$ cat config.mk
export PLATFORM = sky130hd
export DESIGN_NAME = double_ended_queue_core_flat
export DESIGN_NICKNAME = d
export VERILOG_FILES = /design/src/dq_pkg.sv /design/src/dq_if.sv /design/src/double_ended_queue_core.sv /design/src/flat_wrapper.sv
export SDC_FILE = /design/constraint.sdc
export NUM_CORES = 1
export LEC_CHECK = 0
export ABC_AREA = 1
export BUFFER_PORTS_ARGS = -buffer_cell sky130_fd_sc_hd__clkbuf_2
export CAP_MARGIN = 30
export CELL_PAD_IN_SITES_DETAIL_PLACEMENT = 2
export CELL_PAD_IN_SITES_GLOBAL_PLACEMENT = 2
export CORE_ASPECT_RATIO = 0.75
export CORE_MARGIN = 3
export CORE_UTILIZATION = 40
export DETAILED_ROUTE_END_ITERATION = 8
export PLACE_DENSITY_LB_ADDON = 0.3
export SLEW_MARGIN = 15
export SYNTH_ARGS = -nofsm -noshare
export SYNTH_HDL_FRONTEND = slang
export SYNTH_SLANG_ARGS = --single-unit
$ cat constraint.sdc
create_clock -name clk_i -period 7.2 [get_ports clk_i]
set_input_delay 0.36 -clock clk_i [delete_from_list [all_inputs] [get_ports clk_i]]
set_output_delay 0.36 -clock clk_i [all_outputs]
set_load 0.02 [all_outputs]
$ cat src/dq_pkg.sv
`timescale 1ns / 1ps
// Package for the double-ended queue core: operation codes, status codes,
// controller states and the result record. It depends on nothing else.
package dq_pkg;

  localparam logic [2:0] KIND_PUSH_FRONT = 3'd0;
  localparam logic [2:0] KIND_PUSH_BACK  = 3'd1;
  localparam logic [2:0] KIND_POP_FRONT  = 3'd2;
  localparam logic [2:0] KIND_POP_BACK   = 3'd3;
  localparam logic [2:0] KIND_QUERY      = 3'd4;

  typedef enum logic [1:0] {
    STATUS_OK    = 2'd0,
    STATUS_EMPTY = 2'd1,
    STATUS_FULL  = 2'd2
  } status_e;

  typedef enum logic {
    ST_IDLE = 1'b0,
    ST_READ = 1'b1
  } state_e;

  typedef struct packed {
    status_e            status;
    logic signed [31:0] popped_value;
    logic signed [31:0] front_value;
    logic signed [31:0] back_value;
    logic [4:0]         occupancy;
    logic               is_empty;
  } result_t;

endpackage

$ cat src/dq_if.sv
`timescale 1ns / 1ps
// Valid/ready channel interfaces for the double-ended queue core.
// They depend on dq_pkg for the status code type.
interface dq_in_if;
  logic               valid;
  logic               ready;
  logic [2:0]         kind;
  logic signed [31:0] value;

  modport source (output valid, output kind, output value, input ready);
  modport sink (input valid, input kind, input value, output ready);
endinterface

interface dq_out_if;
  logic               valid;
  logic               ready;
  dq_pkg::status_e    status;
  logic signed [31:0] popped_value;
  logic signed [31:0] front_value;
  logic signed [31:0] back_value;
  logic [4:0]         occupancy;
  logic               is_empty;

  modport source (output valid, output status, output popped_value, output front_value,
                  output back_value, output occupancy, output is_empty, input ready);
  modport sink (input valid, input status, input popped_value, input front_value,
                input back_value, input occupancy, input is_empty, output ready);
endinterface

$ cat src/double_ended_queue_core.sv
`timescale 1ns / 1ps
// A push, a query, a failed operation, or a pop that leaves at most one value has
// its result registered at acceptance; any other pop first passes through ST_READ,
// where the registered read port of the ring memory delivers the new end value.
// One transaction per cycle is taken while the skid register is empty and not in ST_READ.
// Reset clears the indices, the count and the handshake state; the memory is not cleared.
// Depends on dq_pkg and the interfaces in dq_if.sv.
module double_ended_queue_core #(
  parameter int DEPTH = 16
) (
  input logic      clk_i,
  input logic      rst_ni,
  dq_in_if.sink    in_i,
  dq_out_if.source out_o
);
  import dq_pkg::*;

  localparam int AW = $clog2(DEPTH);
  localparam int CW = $clog2(DEPTH + 1);

  function automatic logic [AW-1:0] idx_inc(input logic [AW-1:0] i);
    logic [AW-1:0] r;
    if (i == AW'(DEPTH - 1)) begin
      r = '0;
    end else begin
      r = i + 1'b1;
    end
    return r;
  endfunction

  function automatic logic [AW-1:0] idx_dec(input logic [AW-1:0] i);
    logic [AW-1:0] r;
    if (i == '0) begin
      r = AW'(DEPTH - 1);
    end else begin
      r = i - 1'b1;
    end
    return r;
  endfunction

  logic signed [31:0] mem [DEPTH];
  logic signed [31:0] rdata_q;

  state_e             state_q, state_d;
  logic [AW-1:0]      front_q, front_d;
  logic [AW-1:0]      back_q, back_d;
  logic [CW-1:0]      count_q, count_d;
  logic signed [31:0] fcache_q, fcache_d;
  logic signed [31:0] bcache_q, bcache_d;
  logic signed [31:0] pop_val_q, pop_val_d;
  logic               pop_front_q, pop_front_d;

  logic               we;
  logic [AW-1:0]      waddr;
  logic [AW-1:0]      raddr;
  logic               res_valid;
  status_e            res_status;
  logic signed [31:0] res_popped;
  result_t            res;

  logic               out_valid_q, skid_valid_q;
  result_t            out_q, skid_q;
  logic               in_acc, out_take;
  logic               is_push, is_pop, is_full, is_none;

  assign in_i.ready = (state_q == ST_IDLE) && !skid_valid_q;
  assign in_acc     = in_i.valid && in_i.ready;
  assign out_take   = out_valid_q && out_o.ready;

  assign is_push = (in_i.kind == KIND_PUSH_FRONT) || (in_i.kind == KIND_PUSH_BACK);
  assign is_pop  = (in_i.kind == KIND_POP_FRONT) || (in_i.kind == KIND_POP_BACK);
  assign is_full = (count_q == CW'(DEPTH));
  assign is_none = (count_q == '0);

  always_comb begin
    state_d     = state_q;
    front_d     = front_q;
    back_d      = back_q;
    count_d     = count_q;
    fcache_d    = fcache_q;
    bcache_d    = bcache_q;
    pop_val_d   = pop_val_q;
    pop_front_d = pop_front_q;
    we          = 1'b0;
    waddr       = back_q;
    raddr       = idx_inc(front_q);
    res_valid   = 1'b0;
    res_status  = STATUS_OK;
    res_popped  = '0;
    unique case (state_q)
      ST_IDLE: begin
        if (in_acc) begin
          res_valid = 1'b1;
          priority if (is_push && is_full) begin
            res_status = STATUS_FULL;
          end else if (is_pop && is_none) begin
            res_status = STATUS_EMPTY;
          end else if (in_i.kind == KIND_PUSH_FRONT) begin
            we       = 1'b1;
            front_d  = idx_dec(front_q);
            waddr    = front_d;
            count_d  = count_q + 1'b1;
            fcache_d = in_i.value;
            if (is_none) begin
              bcache_d = in_i.value;
            end
          end else if (in_i.kind == KIND_PUSH_BACK) begin
            we       = 1'b1;
            waddr    = back_q;
            back_d   = idx_inc(back_q);
            count_d  = count_q + 1'b1;
            bcache_d = in_i.value;
            if (is_none) begin
              fcache_d = in_i.value;
            end
          end else if (in_i.kind == KIND_POP_FRONT) begin
            res_popped  = fcache_q;
            pop_val_d   = fcache_q;
            pop_front_d = 1'b1;
            front_d     = idx_inc(front_q);
            count_d     = count_q - 1'b1;
            raddr       = front_d;
            if (count_q == CW'(2)) begin
              fcache_d = bcache_q;
            end else if (count_q != CW'(1)) begin
              res_valid = 1'b0;
              state_d   = ST_READ;
            end
          end else if (in_i.kind == KIND_POP_BACK) begin
            res_popped  = bcache_q;
            pop_val_d   = bcache_q;
            pop_front_d = 1'b0;
            back_d      = idx_dec(back_q);
            count_d     = count_q - 1'b1;
            raddr       = idx_dec(back_d);
            if (count_q == CW'(2)) begin
              bcache_d = fcache_q;
            end else if (count_q != CW'(1)) begin
              res_valid = 1'b0;
              state_d   = ST_READ;
            end
          end else begin
            res_status = STATUS_OK;
          end
        end
      end
      ST_READ: begin
        res_valid  = 1'b1;
        res_popped = pop_val_q;
        state_d    = ST_IDLE;
        if (pop_front_q) begin
          fcache_d = rdata_q;
        end else begin
          bcache_d = rdata_q;
        end
      end
    endcase
  end

  always_comb begin
    res.status       = res_status;
    res.popped_value = res_popped;
    res.front_value  = (count_d == '0) ? '0 : fcache_d;
    res.back_value   = (count_d == '0) ? '0 : bcache_d;
    res.occupancy    = 5'(count_d);
    res.is_empty     = (count_d == '0);
  end

  always_ff @(posedge clk_i) begin
    if (we) begin
      mem[waddr] <= in_i.value;
    end
    rdata_q <= mem[raddr];
  end

  always_ff @(posedge clk_i or negedge rst_ni) begin
    if (!rst_ni) begin
      state_q      <= ST_IDLE;
      front_q      <= '0;
      back_q       <= '0;
      count_q      <= '0;
      out_valid_q  <= 1'b0;
      skid_valid_q <= 1'b0;
    end else begin
      state_q <= state_d;
      front_q <= front_d;
      back_q  <= back_d;
      count_q <= count_d;
      if (res_valid) begin
        if (!out_valid_q || out_take) begin
          out_valid_q <= 1'b1;
        end else begin
          skid_valid_q <= 1'b1;
        end
      end else if (out_take) begin
        out_valid_q  <= skid_valid_q;
        skid_valid_q <= 1'b0;
      end
    end
  end

  always_ff @(posedge clk_i) begin
    fcache_q    <= fcache_d;
    bcache_q    <= bcache_d;
    pop_val_q   <= pop_val_d;
    pop_front_q <= pop_front_d;
    if (res_valid) begin
      if (!out_valid_q || out_take) begin
        out_q <= res;
      end else begin
        skid_q <= res;
      end
    end else if (out_take && skid_valid_q) begin
      out_q <= skid_q;
    end
  end

  assign out_o.valid        = out_valid_q;
  assign out_o.status       = out_q.status;
  assign out_o.popped_value = out_q.popped_value;
  assign out_o.front_value  = out_q.front_value;
  assign out_o.back_value   = out_q.back_value;
  assign out_o.occupancy    = out_q.occupancy;
  assign out_o.is_empty     = out_q.is_empty;

endmodule
$ cat src/flat_wrapper.sv
// flat-port wrapper written by rule: the top's interface ports become plain ports
module double_ended_queue_core_flat import dq_pkg::*;
#(
  parameter int DEPTH = 16
)
  (clk_i, rst_ni, in_i_valid, in_i_kind, in_i_value, in_i_ready, out_o_valid, out_o_status, out_o_popped_value, out_o_front_value, out_o_back_value, out_o_occupancy, out_o_is_empty, out_o_ready);
  dq_in_if in_i_i ();
  dq_out_if out_o_i ();
  input logic clk_i;
  input logic rst_ni;
  input wire logic [$bits(in_i_i.valid)-1:0] in_i_valid;
  input wire logic [$bits(in_i_i.kind)-1:0] in_i_kind;
  input wire logic [$bits(in_i_i.value)-1:0] in_i_value;
  output wire logic [$bits(in_i_i.ready)-1:0] in_i_ready;
  output wire logic [$bits(out_o_i.valid)-1:0] out_o_valid;
  output wire logic [$bits(out_o_i.status)-1:0] out_o_status;
  output wire logic [$bits(out_o_i.popped_value)-1:0] out_o_popped_value;
  output wire logic [$bits(out_o_i.front_value)-1:0] out_o_front_value;
  output wire logic [$bits(out_o_i.back_value)-1:0] out_o_back_value;
  output wire logic [$bits(out_o_i.occupancy)-1:0] out_o_occupancy;
  output wire logic [$bits(out_o_i.is_empty)-1:0] out_o_is_empty;
  input wire logic [$bits(out_o_i.ready)-1:0] out_o_ready;
  assign in_i_i.valid = in_i_valid;
  assign in_i_i.kind = in_i_kind;
  assign in_i_i.value = in_i_value;
  assign in_i_ready = in_i_i.ready;
  assign out_o_valid = out_o_i.valid;
  assign out_o_status = out_o_i.status;
  assign out_o_popped_value = out_o_i.popped_value;
  assign out_o_front_value = out_o_i.front_value;
  assign out_o_back_value = out_o_i.back_value;
  assign out_o_occupancy = out_o_i.occupancy;
  assign out_o_is_empty = out_o_i.is_empty;
  assign out_o_i.ready = out_o_ready;
  double_ended_queue_core #(.DEPTH(DEPTH)) u_core (.clk_i(clk_i), .rst_ni(rst_ni), .in_i(in_i_i), .out_o(out_o_i));
endmodule
==> results.tsv, run 1 <==
stage	metric	value	unit
worst_setup_path	slowest_delay	0.69	ns
worst_setup_path	cp_slowest_cell	nor2_8	
worst_setup_path	cp_max_fo	36	
layout	final_area	44930	µm²
layout	multiInputGateArea	11520	µm²
logic_synthesis	yosys.cell_types.count	46	
clock_network	clk_pin_slew	0.06	ns
clock_network	cts_root_buf	clkbuf_16	
logic_synthesis	synth_area	39790	µm²
logic_synthesis	synth_cells	4109	
clock_network	clock_path_buffers	3	
sta	fmax	0.2474	GHz
drt	initialDrtViolationCount	2276	
sta	tns	0	ns
worst_setup_path	critPathKind	reg -> reg	
logic_synthesis	ys_ff_latch	865	
clock_network	clk-insertion-delay-late	0.70	ns
sta	finClkSkew	0.03358	ns
worst_setup_path	crit_top_cell	nand3_1	
place	pre_cts_ws	2.832	ns
global_routing	gr-total-overflow	0	
layout	area_growth	12.92	%
logic_synthesis	syn_area_per_cell	9.684	µm²
drt	wirelength	138500	µm
logic_synthesis	ys_seq_area_share	62.66	%
sta	rsz0062_at_grt	false	
sta	tightest_slew	1.012	ns
drt	drcViolationCount	0	
sta	worst_hold_slack	0.08770	ns
logic_synthesis	synth_top_area_share	56.82	%
drt	viasPerCell	5.534	
global_routing	grt_max_degree	129	
global_routing	grt_usage	26.65	%
drt	drt_pre_antenna_iters	5	
layout	nNetsFinal	4227	
global_routing	grt_antenna_before_repair	4	
layout	layout_commonest_cell	nand2_1	
place	port_buffers	144	
sta	fin_crit	4.042	ns
drt	ant_nets	0	
sta	maxSlewViolCount	0	
die	core	97980	µm²
place	hpwl	84610	µm
sta	max-slew-margin-rel	32.55	%
sta	final-setup-viol-count	0	
layout	n_fill_cell	10270	
logic_synthesis	synth_top_area_cell	edfxtp_1	
min_path	hold_path_class	in -> reg	
worst_setup_path	cp_data_required_time	7.52	ns
global_routing	grt_pass1_vias	34300	
die	fp-row-count	99	
layout	layout_common_cells	993 x nand2_1, 753 x edfxtp_1, 656 x nand3_1, 606 x inv_1, 274 x o21ai_0	
worst_setup_path	startpoint_type	flop	
worst_setup_path	cp_cell_sequence	inv_1 -> ha_1 -> nand3_1 -> nor2_2 -> nor2_8 -> nand2_1 -> o21ai_0 -> nand3_1 -> nor2_4 -> buf_4	
drt	vias	30810	
worst_setup_path	worstSetupEndpointType	flop	
clock_network	cts_tree	done	
die	dieWidth	370.2	µm
die	die_h	279.2	µm
die	num_io_pins	145	
die	die-area	103300	µm²
global_routing	grt_pass1_wl	211200	µm
worst_setup_path	worstPathArrival	4.37	ns
sta	hold_viol	0	
power	power_density	453.1	nW/µm²
power	peakVddDrop	453.4	µV
clock_network	numCtsBuffers	91	
place	place_area	41810	µm²
sta	setup_ws	3.158	ns
layout	seqCellArea	24930	µm²
power	power.leakage	18.63	nW
place	gp_congestion	0.8055	
layout	drive_gt1_share	9.951	%
clock_network	htree_levels	3	
job	drv_cap	0	
run_status	outcome	complete, no violations	
sta	period_share	56.14	%
drt	wire_per_inst	24.88	µm
clock_network	cts_sinks	865	
die	start_util	40.61	%
logic_synthesis	yosys-top-cells-area	edfxtp_1 57%, nand2_1 9.4%, nand3_1 8.3%	
logic_synthesis	yosys_warnings	0	
logic_synthesis	syn-num-nets	4163	
[sequential cells by signal, indices dropped and copies added, names as in the netlist, 4 cells and up]
name and count:
u_core.back_q 4, u_core.bcache_q 32, u_core.count_q 5, u_core.fcache_q 32
u_core.front_q 4, u_core.mem 512, u_core.out_o.back_value 32, u_core.out_o.front_value 32
u_core.out_o.occupancy 5, u_core.out_o.popped_value 32, u_core.pop_val_q 32, u_core.rdata_q 32
u_core.skid_q 104
[metrics by stage]
step           power [mW]  utilization [%]  std cells
3_3_place_gp        15.03            42.50       5379
4_1_cts             20.51            45.75       5560
3_5_place_dp        15.54            42.67       5387
2_1_floorplan       12.41                -       4109
6_report            20.36            45.86       5567
5_1_grt             21.58            45.85       5565
[cells in the mapped netlist, drive strengths merged]
| cell | count |
|---|---|
| edfxtp | 753 |
| a21boi | 1 |
| o22ai | 3 |
| a22o | 31 |
| nor3 | 1 |
| clkbuf | 106 |
| clkinv | 4 |
| dfxtp | 96 |
| nand3 | 660 |
| dfrtp | 16 |
| nand3b | 32 |
| nor2 | 64 |
| a32o | 1 |
| nand2 | 1007 |
| nand4 | 3 |
| buf | 137 |
| inv | 619 |
| a21oi | 165 |
| ha | 15 |
| xor2 | 4 |
| o211ai | 36 |
| o31ai | 1 |
| a211oi | 1 |
| nor3b | 1 |
| and2 | 63 |
| xnor2 | 4 |
| o21ai | 278 |
| a31oi | 7 |
[final cells by class]
type	count	share of cell area (%)
Antenna cell	3	0.01671
Clock buffer	128	5.669
Clock inverter	43	0.9997
Inverter	623	5.213
Multi-Input combinational cell	2378	25.64
Sequential cell	865	55.49
Tap cell	1313	3.656
Timing Repair Buffer	214	3.314
[what timing repair did]
action                     CTS  global route
hold buffers                 2             0
resized for setup            0             0
setup endpoints to repair    0             0
buffers inserted             0             0
hold endpoints to repair    17             0
[cell families after synthesis]
group | synth area share, %
simple gates | 20.42
buf+inv | 8.930
flops | 62.66
compound gates | 7.345
fa+ha+maj | 0.4717
xor+xnor | 0.1761
[report_power, final]
group	internal [mW]	switching [mW]	leakage, nW
registers	6.57	0.566	7.86
clock network	2.76	2.07	1.46
logic	2.27	6.13	9.32
[metal layers]
layer	part of all wire, %	vias up	track usage [%]
li1	-	13820	-
met1	42	16010	33.95
met2	51	768	46.95
met3	4.3	215	3.265
met4	3.1	0	8.995
met5	0	-	0
[critical path, delay by kind of cell (launching register included)]
family | cells | cell delay, ns
AOI/OAI and AO/OA | 1 | 0.26
adders and majority gates | 1 | 0.24
DFF | 1 | 0.47
buffers and inverters | 2 | 0.59
and+or+nand+nor | 6 | 2.09
[path summary, 6_finish.rpt]
| check | from | end | slack [ns] | depth (start not counted) |
|---|---|---|---|---|
| worst max-delay path | u_core.count_q[0] | u_core.mem[11][18] | 3.16 | 10 |
| worst max register to register | u_core.count_q[0] | u_core.mem[11][18] | 3.16 | 10 |
| min in group asynchronous | rst_ni | u_core.count_q[1] | 0.17 | 2 |
| worst min register to register | u_core.skid_q[36] | u_core.out_o.back_value[30] | 0.50 | 2 |
| worst min-delay path | in_i_valid | u_core.state_q | 0.09 | 3 |
| max in group asynchronous | rst_ni | u_core.front_q[0] | 6.68 | 2 |
(Power assumes the default switching activity.)
==> run 2, diff against run 1 <==
clock period = 3.9 ns   (was 7.2 ns; I/O delays follow)
==> run 2 against run 1 <==
  * Sequential power is 85% higher
  * Clock skew is 0.013 ns lower
  * Non-clock buffer count is 45 higher
  * Global-route usage is 0.99 points higher
  * Utilization is 0.67 points higher
  * Power is 89% higher
  * Clock power is 91% higher
  * Largest cell class unchanged
==> results.tsv, run 2 (synthesized netlist as in run 1, its figures left out) <==
stage	metric	value	unit
power	peakVddDrop	772.0	µV
die	fp-row-count	99	
worst_setup_path	worstSetupEndpointType	flop	
drt	drt_pre_antenna_iters	6	
sta	setup_ws	0.2608	ns
place	port_buffers	144	
clock_network	cts_root_buf	clkbuf_16	
power	clockPowerShare	23.9	%
power	p_sw_share	42.68	%
global_routing	grt_usage	27.64	%
drt	viasPerCell	5.556	
global_routing	grt_max_degree	122	
clock_network	clock_path_buffers	3	
power	power_density	844.7	nW/µm²
min_path	hold_path_class	in -> reg	
layout	top_regs	u_core.mem x512, u_core.skid_q x104	
sta	worst_hold_slack	0.03899	ns
worst_setup_path	critPathKind	reg -> reg	
die	core	97980	µm²
sta	tns	0	ns
die	num_io_pins	145	
drt	wirelength	143100	µm
layout	layout_commonest_cell	nand2_1	
die	start_util	40.61	%
sta	period_share	93.31	%
clock_network	clk-insertion-delay-late	0.70	ns
power	power	38.51	mW
sta	hold_viol	0	
worst_setup_path	worstPathArrival	3.98	ns
power	power.leakage	18.98	nW
job	drv_cap	0	
layout	layout_common_cells	993 x nand2_1, 753 x edfxtp_1, 656 x nand3_1, 606 x inv_1, 274 x o21ai_0	
layout	largest_reg_flops	512	
global_routing	grt_pass1_vias	34270	
global_routing	grt_antenna_before_repair	0	
place	gp_congestion	0.8263	
clock_network	cts_tree	done	
drt	drcViolationCount	0	
drt	vias	31180	
sta	fin_crit	3.639	ns
power	p_seq_share	34.3	%
die	dieWidth	370.2	µm
power	combPwrFrac	41.8	%
drt	ant_nets	0	
clock_network	cts_sinks	865	
run_status	outcome	complete, no violations	
place	hpwl	87020	µm
worst_setup_path	cp_data_required_time	4.24	ns
global_routing	grt_pass1_wl	216800	µm
sta	rsz0062_at_grt	false	
layout	antenna_cells	0	
sta	maxSlewViolCount	0	
sta	finClkSkew	0.02082	ns
worst_setup_path	cp_max_fo	17	
die	die_h	279.2	µm
global_routing	gr-total-overflow	0	
drt	initialDrtViolationCount	2599	
sta	max-slew-margin-rel	36.47	%
layout	area_growth	14.57	%
layout	drive_gt1_share	10.73	%
drt	wire_per_inst	25.50	µm
power	power.internal	22.07	mW
die	die-area	103300	µm²
sta	fmax	0.2748	GHz
clock_network	clk_pin_slew	0.06	ns
place	pre_cts_ws	0.3311	ns
clock_network	numCtsBuffers	92	
power	switchingPower	16.44	mW
clock_network	htree_levels	3	
worst_setup_path	startpoint_type	flop	
sta	tightest_slew	0.9529	ns
layout	largest_register	u_core.mem	
layout	nNetsFinal	4273	
sta	final-setup-viol-count	0	
[run 2: changes by cell type in the layout (fill, tap and decap cells not counted), sizes merged, moves of 3 or more]
cell | previous run | this run
clkbuf | 272 | 267
bufinv | 8 | 11
buf | 68 | 99
clkinv | 35 | 40
diode | 3 | 0
dlygate4sd3 | 2 | 16
[run 2: repair_timing]
item | in CTS | in global routing
resized for setup | 0 | 0
buffers inserted | 0 | 0
hold endpoints to repair | 151 | 0
hold buffers | 16 | 0
[run 2: final timing paths]
kind / cells past startpoint / from / to / slack, ns
worst max-delay path: 14 / u_core.count_q[0] / u_core.mem[5][18] / 0.26
worst min-delay path: 1 / in_i_value[29] / u_core.mem[5][29] / 0.04
worst max register to register: 14 / u_core.count_q[0] / u_core.mem[5][18] / 0.26
worst min register to register: 2 / u_core.skid_q[78] / u_core.out_o.popped_value[8] / 0.52
max in group asynchronous: 4 / rst_ni / u_core.back_q[2] / 3.09
min in group asynchronous: 3 / rst_ni / u_core.out_o.valid / 0.41
[run 2: metal layers]
metal / GRT usage [%] / vias up / wire [µm]
met1: 36.21 / 16270 / 60830
met2: 48.18 / 813 / 71870
li1: - / 13900 / -
met5: 0 / - / 0
met3: 3.686 / 198 / 6756
met4: 7.481 / 0 / 3629
[run 2: power groups by stage]
stage	Clock [mW]	Combinational, mW	Sequential [mW]
final	9.21	16.1	13.2
after global routing	9.73	17.6	13.3
after CTS	9.36	16.2	13.2
after detailed placement	0	15.9	13.3
after global placement	0	15.2	13.3
after floorplan	0	9.32	13.5
[run 2: critical path: stages (launching register included)]
cell	delay [ns]
dfrtp_1	0.47
inv_1	0.13
ha_1	0.25
nand2_1	0.09
nor2_2	0.07
nand2_8	0.10
nand2_4	0.09
nor2_1	0.32
inv_1	0.10
nand2_1	0.07
o21ai_0	0.16
inv_1	0.15
nand2_1	0.12
nor2_4	0.67
buf_4	0.46
[run 2: final cells by class]
class	count	area [µm²]
flip-flops and latches	865	24930
repair buffers	259	2044
well taps	1313	1643
multi-input cells	2378	11520
inverters	623	2341
clock inverters	50	543.0
fillers	10250	52390
clock buffers	123	2562
[run 2: metrics by stage]
stage / utilization, % / area [µm²] / cells
floorplan: - / 39810 / 4109
global placement: 43.18 / 42310 / 5421
detailed placement: 43.18 / 42310 / 5421
CTS: 46.51 / 45570 / 5610
global route: 46.53 / 45590 / 5611
finish: 46.53 / 45590 / 5611
